==> config.mk <==
export PLATFORM = sky130hd
export DESIGN_NAME = radix_digits_to_integer
export DESIGN_NICKNAME = d
export VERILOG_FILES = /design/src/rdti_pkg.sv /design/src/rdti_in_stage.sv /design/src/rdti_acc.sv /design/src/rdti_out_reg.sv /design/src/radix_digits_to_integer.sv
export SDC_FILE = /design/constraint.sdc
export NUM_CORES = 1
export LEC_CHECK = 0
export ABC_AREA = 1
export BUFFER_PORTS_ARGS = -buffer_cell sky130_fd_sc_hd__buf_2
export CAP_MARGIN = 20
export CORE_MARGIN = 1.5
export CORE_UTILIZATION = 56
export DETAILED_ROUTE_END_ITERATION = 12
export PLACE_DENSITY = 0.73
export REMOVE_ABC_BUFFERS = 1
export SKIP_CTS_REPAIR_TIMING = 1
export SLEW_MARGIN = 0
export SYNTH_ARGS = -nofsm -noshare
export SYNTH_HDL_FRONTEND = slang
export SYNTH_SLANG_ARGS = --single-unit
==> constraint.sdc <==
create_clock -name aclk -period 6.7 [get_ports aclk]
set_input_delay 1.34 -clock aclk [delete_from_list [all_inputs] [get_ports aclk]]
set_output_delay 1.34 -clock aclk [all_outputs]
set_load 0.01 [all_outputs]
==> src/rdti_pkg.sv <==
`default_nettype none

package rdti_pkg;

    localparam int DIGIT_W   = 4;
    localparam int RADIX_W   = 5;
    localparam int STATUS_W  = 2;
    localparam int VALUE_OUT_W = 64;
    localparam int S_DATA_W  = 8;

    localparam logic [RADIX_W-1:0] RADIX_MIN   = 5'd2;
    localparam logic [RADIX_W-1:0] RADIX_MAX   = 5'd16;
    localparam logic [RADIX_W-1:0] RADIX_RESET = 5'd10;

    localparam logic [STATUS_W-1:0] ST_OK        = 2'd0;
    localparam logic [STATUS_W-1:0] ST_BAD_DIGIT = 2'd1;
    localparam logic [STATUS_W-1:0] ST_OVERFLOW  = 2'd2;
    localparam logic [STATUS_W-1:0] ST_BAD_BASE  = 2'd3;

    typedef struct packed {
        logic [DIGIT_W-1:0] digit;
        logic               last_digit;
    } item_t;

    typedef struct packed {
        logic [VALUE_OUT_W-1:0] value;
        logic [STATUS_W-1:0]    status;
    } result_t;

endpackage

`default_nettype wire

==> src/rdti_in_stage.sv <==
`default_nettype none

module rdti_in_stage (
    input  wire                         aclk,
    input  wire                         aresetn,
    input  wire                         s_tvalid,
    output logic                        s_tready,
    input  wire  [rdti_pkg::DIGIT_W-1:0] s_digit,
    input  wire                         s_last,
    input  wire                         take,
    output logic                        item_valid,
    output rdti_pkg::item_t             item
);

    logic            valid_reg;
    rdti_pkg::item_t item_reg;

    // accept a new word when empty or when the held word leaves this cycle
    assign s_tready   = !valid_reg || take;
    assign item_valid = valid_reg;
    assign item       = item_reg;

    always_ff @(posedge aclk) begin
        if (!aresetn) begin
            valid_reg <= 1'b0;
        end else if (s_tready) begin
            valid_reg <= s_tvalid;
        end
    end

    always_ff @(posedge aclk) begin
        if (s_tvalid && s_tready) begin
            item_reg.digit      <= s_digit;
            item_reg.last_digit <= s_last;
        end
    end

endmodule

`default_nettype wire

==> src/rdti_acc.sv <==
`default_nettype none

module rdti_acc #(
    parameter int VALUE_WIDTH = 64
) (
    input  wire                          aclk,
    input  wire                          aresetn,
    input  wire                          step,
    input  rdti_pkg::item_t              item,
    input  wire  [rdti_pkg::RADIX_W-1:0] radix,
    output rdti_pkg::result_t            result
);

    localparam int PROD_W = VALUE_WIDTH + rdti_pkg::RADIX_W;

    logic [VALUE_WIDTH-1:0]        acc_reg;
    logic [VALUE_WIDTH-1:0]        acc_next;
    logic [rdti_pkg::STATUS_W-1:0] err_reg;
    logic [rdti_pkg::STATUS_W-1:0] err_next;
    logic [VALUE_WIDTH-1:0]        acc_upd;
    logic [rdti_pkg::STATUS_W-1:0] err_upd;
    logic [PROD_W-1:0]             prod;
    logic [PROD_W-1:0]             sum;
    logic                          base_bad;
    logic                          digit_bad;
    logic                          ovf;

    // product is below 31 * 2^W, so it never wraps PROD_W bits
    assign prod = {{rdti_pkg::RADIX_W{1'b0}}, acc_reg}
                * {{VALUE_WIDTH{1'b0}}, radix};
    assign sum  = prod + {{(PROD_W-rdti_pkg::DIGIT_W){1'b0}}, item.digit};
    assign ovf  = |sum[PROD_W-1:VALUE_WIDTH];

    assign base_bad  = (radix < rdti_pkg::RADIX_MIN) || (radix > rdti_pkg::RADIX_MAX);
    assign digit_bad = {1'b0, item.digit} >= radix;

    always_comb begin
        acc_upd = acc_reg;
        err_upd = err_reg;
        // first error of a number wins; later digits are dropped
        if (err_reg == rdti_pkg::ST_OK) begin
            if (base_bad) begin
                err_upd = rdti_pkg::ST_BAD_BASE;
                acc_upd = '1;
            end else if (digit_bad) begin
                err_upd = rdti_pkg::ST_BAD_DIGIT;
            end else if (ovf) begin
                err_upd = rdti_pkg::ST_OVERFLOW;
                acc_upd = '1;
            end else begin
                acc_upd = sum[VALUE_WIDTH-1:0];
            end
        end
    end

    always_comb begin
        result.value                  = '0;
        result.value[VALUE_WIDTH-1:0] = acc_upd;
        result.status                 = err_upd;
    end

    always_comb begin
        acc_next = acc_reg;
        err_next = err_reg;
        if (step) begin
            if (item.last_digit) begin
                acc_next = '0;
                err_next = rdti_pkg::ST_OK;
            end else begin
                acc_next = acc_upd;
                err_next = err_upd;
            end
        end
    end

    always_ff @(posedge aclk) begin
        if (!aresetn) begin
            acc_reg <= '0;
            err_reg <= rdti_pkg::ST_OK;
        end else begin
            acc_reg <= acc_next;
            err_reg <= err_next;
        end
    end

endmodule

`default_nettype wire

==> src/rdti_out_reg.sv <==
`default_nettype none

module rdti_out_reg (
    input  wire                              aclk,
    input  wire                              aresetn,
    input  wire                              load,
    input  rdti_pkg::result_t                result,
    output logic                             free,
    output logic                             m_tvalid,
    input  wire                              m_tready,
    output logic [rdti_pkg::VALUE_OUT_W-1:0] m_value,
    output logic [rdti_pkg::STATUS_W-1:0]    m_status
);

    logic              valid_reg;
    rdti_pkg::result_t result_reg;

    assign free     = !valid_reg || m_tready;
    assign m_tvalid = valid_reg;
    assign m_value  = result_reg.value;
    assign m_status = result_reg.status;

    always_ff @(posedge aclk) begin
        if (!aresetn) begin
            valid_reg <= 1'b0;
        end else if (free) begin
            valid_reg <= load;
        end
    end

    always_ff @(posedge aclk) begin
        if (free && load) begin
            result_reg <= result;
        end
    end

endmodule

`default_nettype wire

==> src/radix_digits_to_integer.sv <==
`default_nettype none

// Digit stream to integer converter.
// s_ channel: one digit per word, most significant first, in s_tdata[3:0];
// s_tlast marks the final digit of a number. Each digit updates
// value = radix * value + digit over VALUE_WIDTH bits.
// m_ channel: one word per marked digit: the value in m_tdata (zero above
// VALUE_WIDTH) and the status in m_tuser (ok, bad digit, overflow, bad base).
// cfg channel: writes the 5-bit base; cfg_ready is always high. Write it only
// while no number is in flight.
// A result is registered into the output register as its marked digit leaves the
// digit register. One digit per cycle while m_ does not stall, set by the
// combinational multiply-add that closes the accumulator loop.
// Reset empties both pipeline registers, clears the partial value and the error,
// and sets the base to 10.
// When m_tready is low a held result stalls the digit register, and s_tready
// drops once that register is also full; no word is dropped.
module radix_digits_to_integer #(
    parameter int VALUE_WIDTH = 64
) (
    input  wire         aclk,
    input  wire         aresetn,
    input  wire         s_tvalid,
    output logic        s_tready,
    input  wire  [7:0]  s_tdata,   // [3:0] digit, [7:4] zero
    input  wire         s_tlast,
    output logic        m_tvalid,
    input  wire         m_tready,
    output logic [63:0] m_tdata,   // [63:0] value
    output logic [1:0]  m_tuser,   // [1:0] status
    input  wire         cfg_valid,
    output logic        cfg_ready,
    input  wire  [4:0]  cfg_data   // [4:0] radix
);

    logic [rdti_pkg::RADIX_W-1:0] radix_reg;
    logic                         item_valid;
    rdti_pkg::item_t              item;
    rdti_pkg::result_t            result;
    logic                         out_free;
    logic                         take;

    assign cfg_ready = 1'b1;
    assign take      = item_valid && out_free;

    always_ff @(posedge aclk) begin
        if (!aresetn) begin
            radix_reg <= rdti_pkg::RADIX_RESET;
        end else if (cfg_valid && cfg_ready) begin
            radix_reg <= cfg_data;
        end
    end

    rdti_in_stage u_in (
        .aclk       (aclk),
        .aresetn    (aresetn),
        .s_tvalid   (s_tvalid),
        .s_tready   (s_tready),
        .s_digit    (s_tdata[rdti_pkg::DIGIT_W-1:0]),
        .s_last     (s_tlast),
        .take       (take),
        .item_valid (item_valid),
        .item       (item)
    );

    rdti_acc #(
        .VALUE_WIDTH (VALUE_WIDTH)
    ) u_acc (
        .aclk    (aclk),
        .aresetn (aresetn),
        .step    (take),
        .item    (item),
        .radix   (radix_reg),
        .result  (result)
    );

    rdti_out_reg u_out (
        .aclk     (aclk),
        .aresetn  (aresetn),
        .load     (take && item.last_digit),
        .result   (result),
        .free     (out_free),
        .m_tvalid (m_tvalid),
        .m_tready (m_tready),
        .m_value  (m_tdata),
        .m_status (m_tuser)
    );

endmodule

`default_nettype wire

Yosys cells after proc, flatten, opt, wreduce, memory -nomap -nowiden
Cells that the tools add are included.
Storage, ports and cells
  word-level logic and storage cells: 35
  register bits: 144
  output and inout port bits: 69
Cells by class
  $mul: 1
  $lt $le $gt $ge: 3
  reductions and logical operators: 11
  add/subtract/negate cells: 1
  muxes and demuxes: 10
Operators by type and width (number)
  64-bit 2-to-1 mux: 5
  69-bit by 4-bit adder with 69-bit output: 1
  64-bit by 5-bit multiplier with 69-bit output: 1
  2-bit 2-to-1 mux: 5
  4-bit by 5-bit greater-or-equal comparator with 1-bit output: 1
  5-bit > comparator (second input constant): 1
  5-bit by 2-bit less-than comparator with 1-bit output (second input constant): 1
  5-bit OR reduction: 1
  1-bit logical AND: 4
  1-bit logical OR: 3
  1-bit logical NOT: 2
  2-bit logical NOT: 1

Longest topological paths before layout
  word-level depth: 8
  depth in mapped cells: 32

Modules after synthesis
A second synthesis with hierarchy kept.
Unflattened totals
  cell total of the unflattened synthesis: 3155
  area, all modules: 20508.4 sq um
By module, submodules not included
  rdti_acc: instances 1, area each 18043.6 sq um, sequential area each 1321.3 sq um, cells an instance 3036
  rdti_out_reg: instances 1, area each 2033.2 sq um, sequential area each 2001.9 sq um, cells an instance 73
  radix_digits_to_integer: instances 1, area each 230.2 sq um, sequential area each 100.1 sq um, cells an instance 34
  rdti_in_stage: instances 1, area each 201.4 sq um, sequential area each 170.2 sq um, cells an instance 12

Least setup slack after synthesis
OpenSTA, ideal clock, no wires.
  kind: input -> register
  start point: input m_tready
  end point: register u_out.result_reg (netlist bit u_out.m_status[0]), enable pin
  library setup time: 0.492 ns
  data required time: 6.208 ns
  slack: 1.698 ns
  arrival: 4.510 ns
  path buffers: 1
  stages on the path: 5
  cells stage by stage: inv_1 -> nand2_1 -> nand2_1 -> clkbuf_1 -> nor2_1
On the way
  cells in the longest elaborated chain, start to end: 4
Ends and longest elaborated chain
  start, declared: RTL line radix_digits_to_integer.sv:28  | input wire m_tready,
  1-bit logical OR (*): RTL line rdti_out_reg.sv:18  | assign free = !valid_reg || m_tready;
  1-bit logical AND: RTL line radix_digits_to_integer.sv:44  | assign take = item_valid && out_free;
  1-bit logical AND: RTL line radix_digits_to_integer.sv:80  | .load (take && item.last_digit),
  1-bit logical AND (*): RTL line rdti_out_reg.sv:32  | if (free && load) begin
  end signal, assigned: RTL line rdti_out_reg.sv:33  | result_reg <= result;
  end, declared: RTL line rdti_out_reg.sv:16  | rdti_pkg::result_t result_reg;
Mark *: on every way between the ends. The rest lies on a longest branch, timed or not.
A chain may end at the register's enable or synchronous reset.

==> results.cfg <==
[floorplan]
initial_core_util_pct = 57.2
die_area_um2 = 38800
std_cell_rows = 70
core_um2 = 36800
ios = 88
fp.dieW_um = 197
fp.dieH_um = 197

[timing]
setup_viol = 0
rsz0062_at_grt = no
finalCritPeriodShare_pct = 89.7
min_period_ns = 6.01
max_freq_mhz = 166
hold_slack_ns = 0.537
worst_pin_slew_ns = 1.12
setup_tns_ns = 0
slew_violations = 0
maxSlewHeadroom_pct = 25.3
fin_skew_ns = 0.0164
hold_viol = 0

[routing]
dr.pass1.iters = 5
vias = 19000
final_antenna_net_count = 0
routed_via_density = 5.27
drc = 0
wirelength_um = 58900
routedWlPerCell_um = 16.3
drt_iter0_drc = 1404

[synthesis]
netlist_area_um2 = 21000
ys_warn_count = 0
syn_avg_cell_area_um2 = 6.67
synthDistinctLibCells = 54
synth_edf_count = 71
ys.flop_type = dfxtp_1
synth_seq_area_share_pct = 17.1
synth_seq_cells = 144
synthArstFlopShare_pct = 0
syn_inst = 3157

[cts]
clk-insertion-delay-late_ns = 0.49
htreeDepth = 4
clock_path_buffers = 2
cts_tree = built
path_clk_slew_ns = 0.07
cts.sinks = 144
cts_buffers = 17
root_buffer = clkbuf_16

[worst_setup_path]
reg2reg_to = u_out.m_value[19]$_DFFE_PP_
r2r_slack_ns = 0.69
worstSetupPathDepth = 22
crit_top_cell = nand2_1
critPathCaptureType = register
worst_r2r_path_depth = 22
slowest_stage = dfxtp_2
crit_path_end = u_out.m_value[19]$_DFFE_PP_
worstPathArrival_ns = 6.24
critPathTopFamily = compound AO/OA/AOI/OAI gates
regToRegStartpoint = radix_reg[1]$_SDFFE_PN1P_
cp_max_fo = 43
cp-startpoint = radix_reg[1]$_SDFFE_PN1P_
cpPeakStageDelay_ns = 0.97
cp_num_buf_inv = 6
path_class = reg2reg
crit_required_ns = 6.93
startpoint_type = register
cp_cell_sequence = buf_4, nand2_1, inv_1, ha_1, inv_1, fa_1, fa_1, inv_1, ha_1, nand2_1, o21ai_0, a21oi_1, o21ai_1, a21oi_1, nand2_1, nand2_1, nand2_1, nand3_4, a21oi_4, buf_12, buf_12, a21oi_1

[global_route]
grt.overflow.total = 0
grt_pass1_vias = 18600
grt_pass1_wl_um = 96600
grt_max_degree = 68
grt_usage_pct = 31.7
antenna_found_initial = 0

[layout]
drive_gt1_share_pct = 9.98
diodes = 0
layout_common_cells = inv_1 (835), nand2_1 (780), a21oi_1 (219), nor2_1 (209), fa_1 (190)
syn2layout_area_growth_pct = 5.22
layout.nets = 3474
final_common_cell = inv_1

[power]
total_leakage_power_nw = 13.0
total_power_mw = 3.17
power.density_nw_per_um2 = 143
ir_worst_vdd_v = 0.000182

[place]
gp_congestion = 0.924
hpwl_um = 45700
portBuffers = 82

[min_path]
min_path_type = reg2reg
hold_depth = 2

[flow_run]
cap_violations = 0

[status]
status = finished, final reports clean
-- area by class of cell --
type | count | area (µm²)
repair buffers | 104 | 663
clock buffers | 17 | 425
flip-flops and latches | 144 | 3600
multi-input cells | 2000 | 13500
inverters | 857 | 3220
well taps | 468 | 586
clock inverters | 15 | 140
fillers | 3470 | 14600
-- cell families (layout without fill, tap and decap cells) --
logic type / Yosys count / in the layout / synth area share [%]
AOI/OAI and AO/OA: 397 / 397 / 10.7
xor gates and xnor gates: 17 / 17 / 0.707
adders and majority gates: 331 / 331 / 26.5
buffers and inverters: 1013 / 993 / 18.9
DFF: 144 / 144 / 17.1
muxes: 5 / 5 / 0.238
other: 1 / 1 / 0.0178
and+or+nand+nor: 1249 / 1249 / 25.9
-- worst min-delay path: cells and delay by family (launching register included) --
family          cells  cell delay, ns
compound gates      1            0.07
flops               1            0.32
simple gates        1            0.10
-- synthesized netlist by cell type (2+ instances only) --
cell type	instances	area (µm²)
a211oi_1	7	52.6
a21boi_1	5	37.5
a21o_1	7	52.6
a21oi_1	219	1100
a21oi_2	32	280
a31o_2	2	17.5
a31oi_1	17	106
and2_1	6	37.5
buf_1	9	33.8
buf_12	4	80.1
buf_2	10	50.1
buf_4	4	30.0
buf_6	3	33.8
clkbuf_1	74	278
clkbuf_2	52	260
clkinv_1	3	11.3
dfxtp_1	73	1460
edfxtp_1	71	2130
fa_1	190	3800
ha_1	141	1760
inv_1	836	3140
inv_2	18	67.6
mux2i_1	5	50.1
nand2_1	781	2930
nand2_2	17	106
nand3_1	116	581
nand3_2	63	631
nand4_1	10	62.6
nor2_1	213	800
nor2_2	10	62.6
nor3_1	8	40.0
nor3_2	5	50.1
o21a_1	3	22.5
o21ai_0	84	420
o21ai_1	5	25.0
o21bai_1	10	75.1
or2_2	12	75.1
xnor2_1	5	43.8
xor2_1	12	105
-- metal layers --
layer  share of wire, %  global-route usage, %
met1                 47                   46.0
met2                 45                   49.5
met3                6.5                   3.97
met4                1.9                   8.93
met5                  0                      0
-- worst min path at each step --
stage | from | end | slack (ns)
6_report | u_in.item_valid$_SDFFE_PN0N_ | u_in.item_valid$_SDFFE_PN0N_ | 0.54
5_1_grt | u_in.item_valid$_SDFFE_PN0N_ | u_in.item_valid$_SDFFE_PN0N_ | 0.60
4_1_cts | u_in.item_valid$_SDFFE_PN0N_ | u_in.item_valid$_SDFFE_PN0N_ | 0.54
3_5_place_dp | u_in.item_valid$_SDFFE_PN0N_ | u_in.item_valid$_SDFFE_PN0N_ | 0.53
3_3_place_gp | u_in.item_valid$_SDFFE_PN0N_ | u_in.item_valid$_SDFFE_PN0N_ | 0.51
2_1_floorplan | u_acc.err_reg[0]$_SDFFE_PN0P_ | u_acc.err_reg[0]$_SDFFE_PN0P_ | 0.49
-- per-stage QoR --
step           cells  util (%)  worst slack (ns)  instance area [µm²]
6_report        3605      60.2             0.692                22100
5_1_grt         3605      60.2             0.402                22100
4_1_cts         3604      60.2             0.787                22100
3_5_place_dp    3572      58.6             0.833                21600
3_3_place_gp    3572      58.6             0.876                21600
2_1_floorplan   3001         -           -0.0979                20300
-- power breakdown --
part	internal [mW]	switching, mW	leakage [nW]
clock network	0.492	0.477	0.271
logic	0.384	0.717	11.5
registers	1.01	0.0829	1.25
total	1.89	1.28	13.0
No activity file was read; power rests on OpenSTA's default activity.
